$ cat src/rtl/core/stereo_to_mono_gate_gain_assert.svh
// Assertion macros used by the stereo-to-mono filter module.
`ifndef STEREO_TO_MONO_GATE_GAIN_ASSERT_SVH
`define STEREO_TO_MONO_GATE_GAIN_ASSERT_SVH

// Checked on every clock edge outside of reset.
`define STMGG_ASSERT(label, prop, msg) \
    label: assert property (@(posedge i_clk) disable iff (!i_rst_n) (prop)) else $error(msg);

// Checked on every clock edge, reset included.
`define STMGG_ASSERT_RST(label, prop, msg) \
    label: assert property (@(posedge i_clk) (prop)) else $error(msg);

`endif

$ cat src/rtl/core/stmgg_pkg.sv
// Types and constants of the stereo-to-mono gate and gain block.
package stmgg_pkg;

    localparam int WORD_W       = 32;
    localparam int SAMPLE_W     = 24;
    localparam int OUT_W        = 16;
    localparam int GAIN_W       = 8;
    localparam int THR_W        = 24;
    localparam int CFG_DATA_W   = 24;
    localparam int REG_IDX_W    = 1;
    localparam int FILTER_SHIFT = 3;
    localparam int OUT_SHIFT    = 8;

    localparam logic [GAIN_W-1:0]       GAIN_RESET = GAIN_W'(4);
    localparam logic [THR_W-1:0]        THR_RESET  = THR_W'(16);
    localparam logic signed [OUT_W-1:0] OUT_MAX    = 16'sh7FFF;
    localparam logic signed [OUT_W-1:0] OUT_MIN    = -16'sh8000;

    typedef enum logic [REG_IDX_W-1:0] {
        REG_GAIN           = 1'b0,
        REG_GATE_THRESHOLD = 1'b1
    } t_reg_idx;

    typedef logic signed [SAMPLE_W-1:0] t_sample;

endpackage

$ cat src/rtl/core/stmgg_filter.sv
// One-pole low-pass filter with noise gate; holds the filter state and the filtered sample.
module stmgg_filter (
    input  logic                         i_clk,
    input  logic                         i_rst_n,
    input  logic                         i_valid,
    input  stmgg_pkg::t_sample           i_left,
    input  stmgg_pkg::t_sample           i_right,
    input  logic [stmgg_pkg::THR_W-1:0]  i_thr,
    input  logic                         i_ready_dn,
    output logic                         o_ready_up,
    output logic                         o_valid,
    output stmgg_pkg::t_sample           o_y
);
    import stmgg_pkg::*;

    `include "stereo_to_mono_gate_gain_assert.svh"

    localparam int ACC_W = SAMPLE_W + FILTER_SHIFT + 1;
    localparam int CMP_W = THR_W + 2;

    logic                      r_valid;
    t_sample                   r_state;
    t_sample                   r_y;
    logic                      n_valid;
    t_sample                   n_state;
    t_sample                   n_y;
    logic                      take;
    logic signed [SAMPLE_W:0]  sum;
    t_sample                   mono;
    logic signed [ACC_W-1:0]   s_ext;
    logic signed [ACC_W-1:0]   acc;
    t_sample                   filt;
    logic signed [ACC_W-1:0]   f_ext;
    logic signed [ACC_W-1:0]   dec;
    logic signed [CMP_W-1:0]   thr_s;
    logic signed [CMP_W-1:0]   y_s;
    logic                      gated;

    assign o_ready_up = !r_valid || i_ready_dn;
    assign take       = i_valid && o_ready_up;
    assign o_valid    = r_valid;
    assign o_y        = r_y;

    always_comb begin
        sum   = (SAMPLE_W+1)'(i_left) + (SAMPLE_W+1)'(i_right);
        mono  = sum[SAMPLE_W:1];
        s_ext = ACC_W'(r_state);
        acc   = (s_ext <<< FILTER_SHIFT) - s_ext + ACC_W'(mono);
        filt  = acc[SAMPLE_W+FILTER_SHIFT-1:FILTER_SHIFT];
        f_ext = ACC_W'(filt);
        dec   = (f_ext <<< FILTER_SHIFT) - f_ext;
        thr_s = $signed({2'b00, i_thr});
        y_s   = CMP_W'(filt);
        gated = (y_s > -thr_s) && (y_s < thr_s);

        n_valid = r_valid;
        n_state = r_state;
        n_y     = r_y;
        if (take) begin
            n_valid = 1'b1;
            if (gated) begin
                n_state = dec[SAMPLE_W+FILTER_SHIFT-1:FILTER_SHIFT];
                n_y     = '0;
            end else begin
                n_state = filt;
                n_y     = filt;
            end
        end else if (i_ready_dn) begin
            n_valid = 1'b0;
        end
    end

    always_ff @(posedge i_clk) begin
        if (!i_rst_n) begin
            r_valid <= 1'b0;
            r_state <= '0;
        end else begin
            r_valid <= n_valid;
            r_state <= n_state;
        end
        r_y <= n_y;
    end

    `STMGG_ASSERT(a_gate_gives_zero, (take && gated) |=> (r_valid && r_y == '0), "gated sample not zero")
    `STMGG_ASSERT(a_state_holds, (!take) |=> $stable(r_state), "filter state moved without a beat")
    `STMGG_ASSERT_RST(a_reset_clears, (!i_rst_n) |=> (!r_valid && r_state == '0), "reset did not clear filter")

endmodule

$ cat src/rtl/core/stmgg_gain.sv
// Gain multiply, shift and 16-bit saturation into the output register.
module stmgg_gain (
    input  logic                          i_clk,
    input  logic                          i_rst_n,
    input  logic                          i_valid,
    input  stmgg_pkg::t_sample            i_y,
    input  logic [stmgg_pkg::GAIN_W-1:0]  i_gain,
    output logic                          o_ready_up,
    output logic                          o_valid,
    output logic [stmgg_pkg::OUT_W-1:0]   o_data,
    input  logic                          i_ready_dn
);
    import stmgg_pkg::*;

    localparam int PROD_W = SAMPLE_W + GAIN_W + 1;

    logic                     r_valid;
    logic [OUT_W-1:0]         r_data;
    logic                     n_valid;
    logic [OUT_W-1:0]         n_data;
    logic signed [PROD_W-1:0] prod;
    logic signed [PROD_W-1:0] shifted;

    assign o_ready_up = !r_valid || i_ready_dn;
    assign o_valid    = r_valid;
    assign o_data     = r_data;

    always_comb begin
        prod    = PROD_W'(i_y) * PROD_W'($signed({1'b0, i_gain}));
        shifted = prod >>> OUT_SHIFT;
        n_valid = r_valid;
        n_data  = r_data;
        if (i_valid && o_ready_up) begin
            n_valid = 1'b1;
            priority if (shifted > PROD_W'(OUT_MAX)) begin
                n_data = OUT_MAX;
            end else if (shifted < PROD_W'(OUT_MIN)) begin
                n_data = OUT_MIN;
            end else begin
                n_data = shifted[OUT_W-1:0];
            end
        end else if (i_ready_dn) begin
            n_valid = 1'b0;
        end
    end

    always_ff @(posedge i_clk) begin
        if (!i_rst_n) begin
            r_valid <= 1'b0;
        end else begin
            r_valid <= n_valid;
        end
        r_data <= n_data;
    end

endmodule

$ cat src/rtl/core/stereo_to_mono_gate_gain.sv
// Top level of the stereo-to-mono converter with low-pass filter, noise gate and gain.
//
//  Channel   Direction  Payload                               Beat when
//  s_axis    in         tdata: left_word, right_word          tvalid & tready
//  m_axis    out        tdata: mono_sample                    tvalid & tready
//  cfg       in         index, data (gain, gate_threshold)    i_cfg_valid & o_cfg_ready
//
// A frame passes three registers: input register, filter stage (filter state recurrence
// computed combinationally within the stage), gain and saturation stage, whose register
// drives m_axis. One frame is accepted every cycle while the output side takes results.
// Each stage refills as soon as its content moves on, so stalls fill the stages first.
// Reset clears the filter state, the stage valid flags and the registers to their defaults.
module stereo_to_mono_gate_gain (
    input  logic                               i_clk,
    input  logic                               i_rst_n,
    input  logic                               s_axis_tvalid,
    output logic                               s_axis_tready,
    // Fields from bit 0: left_word[31:0], right_word[63:32].
    input  logic [2*stmgg_pkg::WORD_W-1:0]     s_axis_tdata,
    output logic                               m_axis_tvalid,
    input  logic                               m_axis_tready,
    // Fields from bit 0: mono_sample[15:0].
    output logic [stmgg_pkg::OUT_W-1:0]        m_axis_tdata,
    input  logic                               i_cfg_valid,
    output logic                               o_cfg_ready,
    input  logic [stmgg_pkg::REG_IDX_W-1:0]    i_cfg_index,
    input  logic [stmgg_pkg::CFG_DATA_W-1:0]   i_cfg_data
);
    import stmgg_pkg::*;

    logic              r_in_valid;
    t_sample           r_left;
    t_sample           r_right;
    logic [GAIN_W-1:0] r_gain;
    logic [THR_W-1:0]  r_thr;
    logic              filt_ready;
    logic              filt_valid;
    t_sample           filt_y;
    logic              gain_ready;

    assign s_axis_tready = !r_in_valid || filt_ready;
    assign o_cfg_ready   = 1'b1;

    always_ff @(posedge i_clk) begin
        if (!i_rst_n) begin
            r_in_valid <= 1'b0;
        end else if (s_axis_tready) begin
            r_in_valid <= s_axis_tvalid;
        end
        if (s_axis_tvalid && s_axis_tready) begin
            r_left  <= s_axis_tdata[WORD_W-1:WORD_W-SAMPLE_W];
            r_right <= s_axis_tdata[2*WORD_W-1:2*WORD_W-SAMPLE_W];
        end
    end

    always_ff @(posedge i_clk) begin
        if (!i_rst_n) begin
            r_gain <= GAIN_RESET;
            r_thr  <= THR_RESET;
        end else if (i_cfg_valid && o_cfg_ready) begin
            unique case (t_reg_idx'(i_cfg_index))
                REG_GAIN:           r_gain <= i_cfg_data[GAIN_W-1:0];
                REG_GATE_THRESHOLD: r_thr  <= i_cfg_data[THR_W-1:0];
                default:            r_gain <= r_gain;
            endcase
        end
    end

    stmgg_filter u_filter (
        .i_clk      (i_clk),
        .i_rst_n    (i_rst_n),
        .i_valid    (r_in_valid),
        .i_left     (r_left),
        .i_right    (r_right),
        .i_thr      (r_thr),
        .i_ready_dn (gain_ready),
        .o_ready_up (filt_ready),
        .o_valid    (filt_valid),
        .o_y        (filt_y)
    );

    stmgg_gain u_gain (
        .i_clk      (i_clk),
        .i_rst_n    (i_rst_n),
        .i_valid    (filt_valid),
        .i_y        (filt_y),
        .i_gain     (r_gain),
        .o_ready_up (gain_ready),
        .o_valid    (m_axis_tvalid),
        .o_data     (m_axis_tdata),
        .i_ready_dn (m_axis_tready)
    );

endmodule

$ cat config.mk
export PLATFORM = sky130hd
export DESIGN_NAME = stereo_to_mono_gate_gain
export DESIGN_NICKNAME = d
export VERILOG_FILES = /design/src/rtl/core/stmgg_pkg.sv /design/src/rtl/core/stmgg_filter.sv /design/src/rtl/core/stmgg_gain.sv /design/src/rtl/core/stereo_to_mono_gate_gain.sv
export VERILOG_INCLUDE_DIRS = /design/src /design/src/rtl/core
export SDC_FILE = /design/constraint.sdc
export NUM_CORES = 1
export LEC_CHECK = 0
export ABC_AREA = 1
export BUFFER_PORTS_ARGS = -buffer_cell sky130_fd_sc_hd__buf_2
export CAP_MARGIN = 20
export CORE_MARGIN = 2
export CORE_UTILIZATION = 40
export CTS_CLUSTER_SIZE = 8
export DETAILED_ROUTE_END_ITERATION = 8
export SLEW_MARGIN = 10
export SYNTH_ARGS = -nofsm -noshare
export SYNTH_HDL_FRONTEND = slang
export SYNTH_SLANG_ARGS = --single-unit
$ cat constraint.sdc
create_clock -name i_clk -period 7.9 [get_ports i_clk]
set_clock_uncertainty 0.2 [all_clocks]
set_input_delay 0.395 -clock i_clk [delete_from_list [all_inputs] [get_ports i_clk]]
set_output_delay 0.395 -clock i_clk [all_outputs]
set_load 0.05 [all_outputs]
==> reports/results.txt, run 1 <==
The run finished with clean final reports. Adding up every negative setup slack in the final design gives 0 ns. The number of nets handed over by synthesis was 3,055.

In this run, post-CTS repair resized a total of 0 instances. The number of hold violations in the final report was 0. Among all flip-flop cells after synthesis, the most frequent one is edfxtp_1.

The floorplan step set the die height to 220.8 um. For this run, the slowest stage of the critical path takes 0.48 ns. The number of storage elements in the synthesis netlist was 147; the starting density of the core was 40.45%. The area of the die is 48,730 sq um. Element type at the critical path start: a flop. The total DRC errors in the routed layout was 0; the post-CTS setup repair buffer count was 0. The multi-input logic area came out at 12,400 sq um.

CTS placed an instance of clkbuf_16 at the clock tree root. STA classifies the critical path endpoint as a flop. Summing the sequential cell areas from Yosys gives 20.35% of the chip area. The area used by sequential logic in the layout is 3824 sq um, and the synthesis warning total is 0. The share of synthesized flip-flops with an asynchronous set or reset was 0%.

The number of flops mapped to enable cells by yosys was 88; the global route total overflow was 0. The initial antenna violation count came out at 0. The final count of pins violating max slew is 0. For this block, the via count after detailed routing is 16,250. Summed over all instances, the cell type with the most area after synthesis is fa_1. The largest driver fanout on the critical path was 25; the total inserted antenna cells was 0.

The required time of the worst setup path is 8.07 ns. Across the run, the number of max-cap violations was 0. The path depth of the worst reg2reg path was 39. In this run, post-CTS hold repair placed 61 buffers. The clock tree synthesis step divided the H-tree into 4 levels.

For the data arrival time at the worst-slack endpoint, the log shows 7.28 ns. The count of final setup violators is 0. Clock tree synthesis inserted a total of 17 buffers. Yosys attributes the largest share of cell area to fa_1, nand2_1, edfxtp_1, inv_1, ha_1.

The final layout contains 3,174 nets. Placeable core area: 46,460 sq um. The number of search-and-repair iterations in the first detailed-routing pass came out at 5. Among all stages on the critical path, the largest delay is contributed by fa_1. Setup repair after global routing left no endpoint under its margin.

TritonCTS built the clock tree. Static timing analysis puts the maximum clock frequency at 140.8 MHz. Site row count: 79. For the worst-skew pair, the clock arrives at the later sink with an insertion delay of 0.48 ns. For this block, the routed nets add up to 48,310 um of wire. For this design the top-level I/O count stands at 113. The smallest clock period supported by the final layout is computed as 7.105 ns.

The combined area of all synthesized cells came out at 18,790 sq um. The logs give 2 for the number of buffers on the longest clock path and 147 for the sink count of the clock tree. The fraction of the cycle the final worst path needs was 89.93%. Worst setup path endpoint: u_filter.r_state[13]$_SDFFE_PN0P_. In this run the biggest area consumer among cell types represents 18.43% of the synthesized area. The startpoint identified for the worst register-to-register timing path is r_left[2]$_DFFE_PP_.

Clock-pin slew was measured on the worst setup and hold paths at 0.07 ns. The first routing iteration left 885 violations. The setup path with the least slack is of type reg2reg.

The filler cells instantiated in the layout total 4,788. Each instance of the synthesized netlist takes up on average 7.167 sq um. The ratio of routed vias to standard cells is 4.834.

In the global route stage, overall resource usage came out at 20.81%. The most numerous cell on the critical path is nand2_1. The critical register-to-register path endpoint is u_filter.r_state[13]$_SDFFE_PN0P_. Leaving out fill and tap cells, the most frequent cells in the layout are nand2_1, inv_1, fa_1. The transition at the pin with the smallest max-transition slack works out to 1.108 ns.

The cell count after synthesis came out at 2,622. The setup check on the worst reg-to-reg path leaves a slack of 0.80 ns. The layout cell share with drive strength beyond 1 is 6.354%.

Compared with the post-synthesis result, the final layout area differs by 11.70%. The number of global-route vias before repair came out at 16,450. The path class of the tightest hold or removal check is in2reg. In this run the tool buffered the top-level ports with 95 buffer cells. The die is 220.8 um wide. Half-perimeter wire length of the detailed placement result: 39,870 um. Leaving out fill and tap cells, the most frequent cell in the layout is nand2_1. The number of different library cells used by synthesis comes to 50. The run gives 0.8989 as the final weighted congestion in routability-driven placement.

The detail route stage leaves a number of antenna-violating nets equal to 0. In this run the worst setup path begins at r_left[2]$_DFFE_PP_. The logs give 80,380 um for the wire length of the first global-routing pass and 26.01% for the normalized max-slew margin. The average wire per standard cell works out to 14.37 um.

Pin count of the biggest net entering global routing: 51.
## routing by layer
metal / vias to the layer above / global-route usage, % / part of all wire [%]
met5: - / 0 / 0
met4: 0 / 6.622 / 2.4
met3: 66 / 2.928 / 3.2
met2: 292 / 37.07 / 49
met1: 7621 / 25.87 / 45
li1: 8267 / - / -
## sequential cells by signal (all words and copies together) (netlist names)
register and cells:
r_left 24, r_right 24, r_thr 24, u_filter.o_y 24
u_filter.r_state 24, u_gain.o_data 16, r_gain 8, r_in_valid 1
u_filter.o_valid 1, u_gain.o_valid 1
## cell usage after synthesis (2+ instances only)
| master | number |
|---|---|
| a221oi_1 | 2 |
| inv_2 | 2 |
| clkbuf_1 | 46 |
| nand3b_1 | 5 |
| o211ai_1 | 4 |
| nor2_1 | 143 |
| nand2_1 | 730 |
| nor3_1 | 11 |
| o21a_1 | 9 |
| o21ai_0 | 77 |
| buf_4 | 2 |
| clkbuf_2 | 12 |
| buf_6 | 2 |
| nor2_2 | 9 |
| a31o_2 | 2 |
| xor2_1 | 68 |
| a211oi_1 | 5 |
| nor3_2 | 2 |
| clkinv_1 | 4 |
| a21boi_0 | 7 |
| dfxtp_1 | 59 |
| a21oi_1 | 163 |
| a21boi_1 | 2 |
| a31oi_1 | 7 |
| buf_2 | 7 |
| or2_0 | 2 |
| o221ai_1 | 3 |
| nand2_2 | 15 |
| fa_1 | 173 |
| xnor2_1 | 31 |
| a21o_1 | 3 |
| nand3_1 | 117 |
| o21bai_1 | 3 |
| edfxtp_1 | 88 |
| ha_1 | 166 |
| nand3_2 | 2 |
| inv_1 | 599 |
| nand4_1 | 28 |
## worst max-delay path, delay by kind of cell (launching register included)
family	cells	cell delay [ns]
AO/OA/AOI/OAI	9	1.89
XOR/XNOR	1	0.32
buffers and inverters	2	0.14
adder cells (fa/ha/maj)	4	1.52
AND/OR/NAND/NOR	23	2.55
flip-flops	1	0.38
## cell type report
class                      instances  share of cell area [%]
multi-input combinational       1801                   59.06
tap                              607                   3.618
clock inverter                    12                  0.5722
sequential                       147                   18.22
timing repair buffer             169                   5.639
inverter                         605                   10.82
clock buffer                      20                   2.080
## logic make-up (layout without fill, tap and decap cells)
logic type	Yosys count	in the layout	synth area share (%)
and+or+nand+nor	1069	1069	23.26
xor gates and xnor gates	99	99	4.614
AOI/OAI and AO/OA	293	293	8.575
other	1	1	0.01995
buffers and inverters	674	806	13.71
adders and majority gates	339	339	29.48
DFF	147	147	20.35
## how the worst min path moves through the flow
stage                     depth (start not counted)  slack [ns]                          start                          end
after detailed placement                          2        0.30  u_filter.o_valid$_SDFFE_PN0P_  u_gain.o_valid$_SDFFE_PN0P_
after global routing                              3        0.02                 i_cfg_data[14]       r_thr[14]$_SDFFE_PN0P_
after CTS                                         3      0.0008                  s_axis_tvalid      r_in_valid$_SDFFE_PN0N_
after global placement                            2        0.29  u_filter.o_valid$_SDFFE_PN0P_  u_gain.o_valid$_SDFFE_PN0P_
final                                             3        0.02                 i_cfg_data[12]       r_thr[12]$_SDFFE_PN0P_
after floorplan                                   2        0.26  u_filter.o_valid$_SDFFE_PN0P_  u_gain.o_valid$_SDFFE_PN0P_
## stage by stage
stage | setup slack [ns] | hold WS (ns) | cell area [sq um] | instances | utilization [%]
finish | 0.7955 | 0.02240 | 20990 | 3361 | 45.18
global route | 0.2252 | 0.01667 | 20990 | 3361 | 45.18
CTS | 0.7511 | 0.0008477 | 20990 | 3361 | 45.18
detailed placement | 0.7778 | 0.2954 | 19820 | 3268 | 42.67
global placement | 0.9525 | 0.2860 | 19820 | 3268 | 42.67
floorplan | 2.130 | 0.2566 | 18790 | 2622 | -
Power of run 1 is left out: the tool's default activity adds up to more than one toggle a clock period on the data nets, which glitch-free logic cannot reach.
==> run 2, diff against run 1 <==
Settings changed: CORE_UTILIZATION 40 to 45, SYNTH_HIERARCHICAL set to 1.
==> run 2 against run 1 <==
First-iteration DRC count rose by 14%. Worst setup slack got worse by 0.13 ns. Register-to-register slack got worse by 0.13 ns. Non-clock buffer count fell by 1. Synthesized cell count rose by 5.1%. Design area rose by 4.4%. Critical path type unchanged. Highest routed layer unchanged.
==> reports/results.txt, run 2 <==
The run finished with clean final reports. The complex-gate fraction of the synthesized area works out to 6.864% (was 8.575%). The critical path class was reg2reg (unchanged). The worst setup margin was 0.6690 ns (was 0.7955 ns); the half-perimeter wire length of the detailed placement result was 41,490 um (was 39,870 um).

The synthesis warning total is 6 (was 0). Clock-pin slew reported for the worst setup and hold paths after clock tree synthesis: 0.07 ns (about the same). The normalized max-slew margin came out at 27.28% (was 26.01%). Net count of the mapped netlist: 3,187 (was 3,055). Setup repair after global routing left no endpoint under its margin.

The final count of pins violating max slew is 0 (unchanged). The tools report the kind of end point of the critical path as a flop (unchanged). The pin count of the biggest net entering global routing came out at 53 (was 51). Final weighted congestion in routability-driven placement: 0.9046 (was 0.8989). The cell accounting for the most synthesized area was fa_1 (unchanged). The logs give 4 (unchanged) for the number of levels the H-tree was split into and 19.33% (was 20.35%) for the sequential share of the synthesized area. The synthesized area per cell came out at 7.178 sq um (was 7.167 sq um). The sink count of the clock tree was 147 (unchanged); the highest clock frequency the design can meet was 138.3 MHz (was 140.8 MHz). The largest driver fanout on the critical path works out to 5 (was 25). The first element of the critical path was r_left[2]$_DFFE_PP_ (unchanged). The average wire per standard cell came out at 14.70 um (was 14.37 um). The number of flops mapped to enable cells by yosys was 88 (unchanged). Starting density of the core: 45.71% (was 40.45%). The proportion of netlist area held by the largest area contributor came out at 17.51% (was 18.43%).

The area of the die was 45,640 sq um (was 48,730 sq um); the share of synthesized flip-flops with an asynchronous set or reset was 0% (unchanged). Commonest cells after routing, fill and taps aside: nand2_1, inv_1, nor2_1 (was nand2_1, inv_1, fa_1). Number of port buffers: 95 (unchanged). The required time of the worst setup path came out at 8.08 ns (was 8.07 ns). The root buffer cell is clkbuf_16 (unchanged). The basic-gate share of the synthesized area counting and, or, nand and nor cells works out to 27.43% (was 23.26%).

The count of final setup violators is 0 (unchanged), and the global route total overflow is 0 (unchanged). Signed area change from the synthesized netlist to the final layout: 10.86% (was 11.70%). The run gives 17,250 (was 16,450) as the number of global-route vias before repair.

The boundary pin count is 113 (unchanged), and the horizontal die dimension is 213.6 um (was 220.8 um). The logs give 2 (unchanged) for the number of buffers on the longest clock path and 4,236 (was 4,788) for the fill cell instance count of the final layout. The main combinational cell family by area after synthesis is adder cells (unchanged). For the count of nets after finishing, the log shows 3,311 (was 3,174). The total via count in the routed design is 17,240 (was 16,250). Cells taking the most area after synthesis: fa_1, nand2_1, edfxtp_1, inv_1, ha_1 (unchanged). The wire length of the first global-routing pass was 84,550 um (was 80,380 um).

Number of buffers added by the clock tree synthesis step: 17 (unchanged). The y dimension of the die came out at 213.6 um (was 220.8 um). Element type at the critical path start: a flop (unchanged). The logs give 51,110 um (was 48,310 um) for the detailed-route wire length and 0.6294 ns (was 0.7778 ns) for the pre-CTS setup slack. For the combined area of all synthesized cells, the log shows 19,780 sq um (was 18,790 sq um).

The number of storage elements in the synthesis netlist came out at 147 (unchanged). The tools report the area used by sequential logic in the layout as 3824 sq um (unchanged). The startpoint of the most critical hold path was i_cfg_data[12] (unchanged). The DRC marker count from the first detailed-route iteration was 1,012 (was 885).

The tools report the total inserted antenna cells as 0 (unchanged). TritonCTS built the clock tree. The commonest register cell after synthesis is edfxtp_1 (unchanged). The most common cell after layout, fill and taps aside was nand2_1 (unchanged). For the total routing usage reported by global routing, the log shows 23.56% (was 20.81%). The most numerous cell on the critical path was nand2_1 (unchanged). Site row count: 76 (was 79).

The tools report the multi-input logic area as 13,160 sq um (was 12,400 sq um). Cell type of the slowest stage on the worst timing path: xor2_1 (was fa_1). Number of hold violations in the final report: 0 (unchanged).

The post-synthesis mux area share was 0% (unchanged); the transition at the pin with the smallest max-transition slack was 1.089 ns (was 1.108 ns). The most repeated cell in the gate-level netlist after synthesis is nand2_1 (unchanged). The worst stage delay on the critical path came out at 0.52 ns (was 0.48 ns). The fraction of the cycle the final worst path needs came out at 91.53% (was 89.93%). The tools report the total DRC errors in the routed layout as 0 (unchanged). Launch point of the worst reg-to-reg path: r_left[2]$_DFFE_PP_ (unchanged). The tools report the placeable core area as 43,270 sq um (was 46,460 sq um). Number of search-and-repair iterations in the first detailed-routing pass: 5 (unchanged). The classification of the worst-slack hold path was in2reg (unchanged). The number of standard cells after synthesis is 2,755 (was 2,622). Layout cell share with drive strength beyond 1: 9.371% (was 6.354%). For the number of different library cells in the post-synthesis netlist, the log shows 61 (was 50).

The data arrival time at the worst-slack endpoint is 7.41 ns (was 7.28 ns), and the minimum period implied by the final worst setup slack is 7.231 ns (was 7.105 ns). The fraction of synthesized cell area in xor and xnor cells was 4.119% (was 4.614%); the max-cap check violation count was 0 (unchanged). The total negative slack was 0 ns (unchanged). The tools report the number of routed nets with antenna violations as 0 (unchanged). The ratio of routed vias to standard cells is 4.959 (was 4.834).

Insertion delay to the later sink of the worst-skew pair: 0.48 ns (about the same). The initial antenna violation count was 0 (unchanged). The share of synthesized cell area in full adder, half adder and majority cells is 27.95% (was 29.48%). Top post-synthesis cells by count: nand2_1, inv_1, nor2_1 (was nand2_1, inv_1, fa_1).
-- run 2: changes by cell type in the layout (fill, tap and decap cells not counted), moves of 17 or more --
cell,before,now
nand2_4,1,29
a21oi_1,162,130
nand3_2,2,27
nand2_2,15,32
inv_1,598,639
nor2_1,143,185
o21ai_0,77,58
-- run 2: area by class of cell --
| cell class | count | area share [%] |
|---|---|---|
| timing repair buffer | 168 | 5.359 |
| inverter | 658 | 11.27 |
| clock inverter | 12 | 0.3995 |
| sequential | 147 | 17.44 |
| tap | 585 | 3.338 |
| multi-input combinational | 1887 | 60.02 |
| clock buffer | 20 | 2.180 |
-- run 2: what timing repair did --
| item | CTS | global route |
|---|---|---|
| endpoints found under the hold margin | 59 | 0 |
| hold buffers | 59 | 0 |
| gates resized for setup | 0 | 3 |
| buffers inserted | 0 | 0 |
| setup endpoints to repair | 0 | 3 |
-- run 2: logic make-up after synthesis --
logic type               count (synthesis)
other                                    1
buffers and inverters                  721
flip-flops                             147
XOR/XNOR                                93
AND/OR/NAND/NOR                       1210
adder cells (fa/ha/maj)                338
AO/OA/AOI/OAI                          245
-- run 2: path summary, 6_finish.rpt --
path         cells past startpoint                                end  slack [ns]
max                             40  u_filter/r_state[22]$_SDFFE_PN0P_        0.67
min                              3             r_thr[12]$_SDFFE_PN0P_        0.02
max reg2reg                     40  u_filter/r_state[22]$_SDFFE_PN0P_        0.67
min reg2reg                      2              r_thr[3]$_SDFFE_PN0P_        0.31
-- run 2: per-layer routing --
layer,global-route usage [%],routed length (um),up-vias
met5,0,0,-
met3,3.090,2308,51
met4,6.705,837,0
met1,32.00,24110,8150
met2,39.43,23850,396
li1,-,-,8644
-- run 2: critical path, delay by kind of cell (launching register included) --
family / cells / cell delay, ns
AND/OR/NAND/NOR: 21 / 2.06
flip-flops: 1 / 0.37
XOR/XNOR: 2 / 0.70
buffers and inverters: 5 / 0.29
adder cells (fa/ha/maj): 4 / 1.58
AO/OA/AOI/OAI: 8 / 1.95
-- run 2: per-stage QoR --
step                instances  cell area (sq um)  util, %  hold slack [ns]
finish                   3477              21920    50.67          0.01832
global route             3477              21920    50.67          0.02138
CTS                      3476              21900    50.61        0.0001871
detailed placement       3385              20740    47.94           0.2815
global placement         3385              20740    47.94           0.2764
floorplan                2755              19780        -           0.2550
Power of run 2 is left out for the same reason.
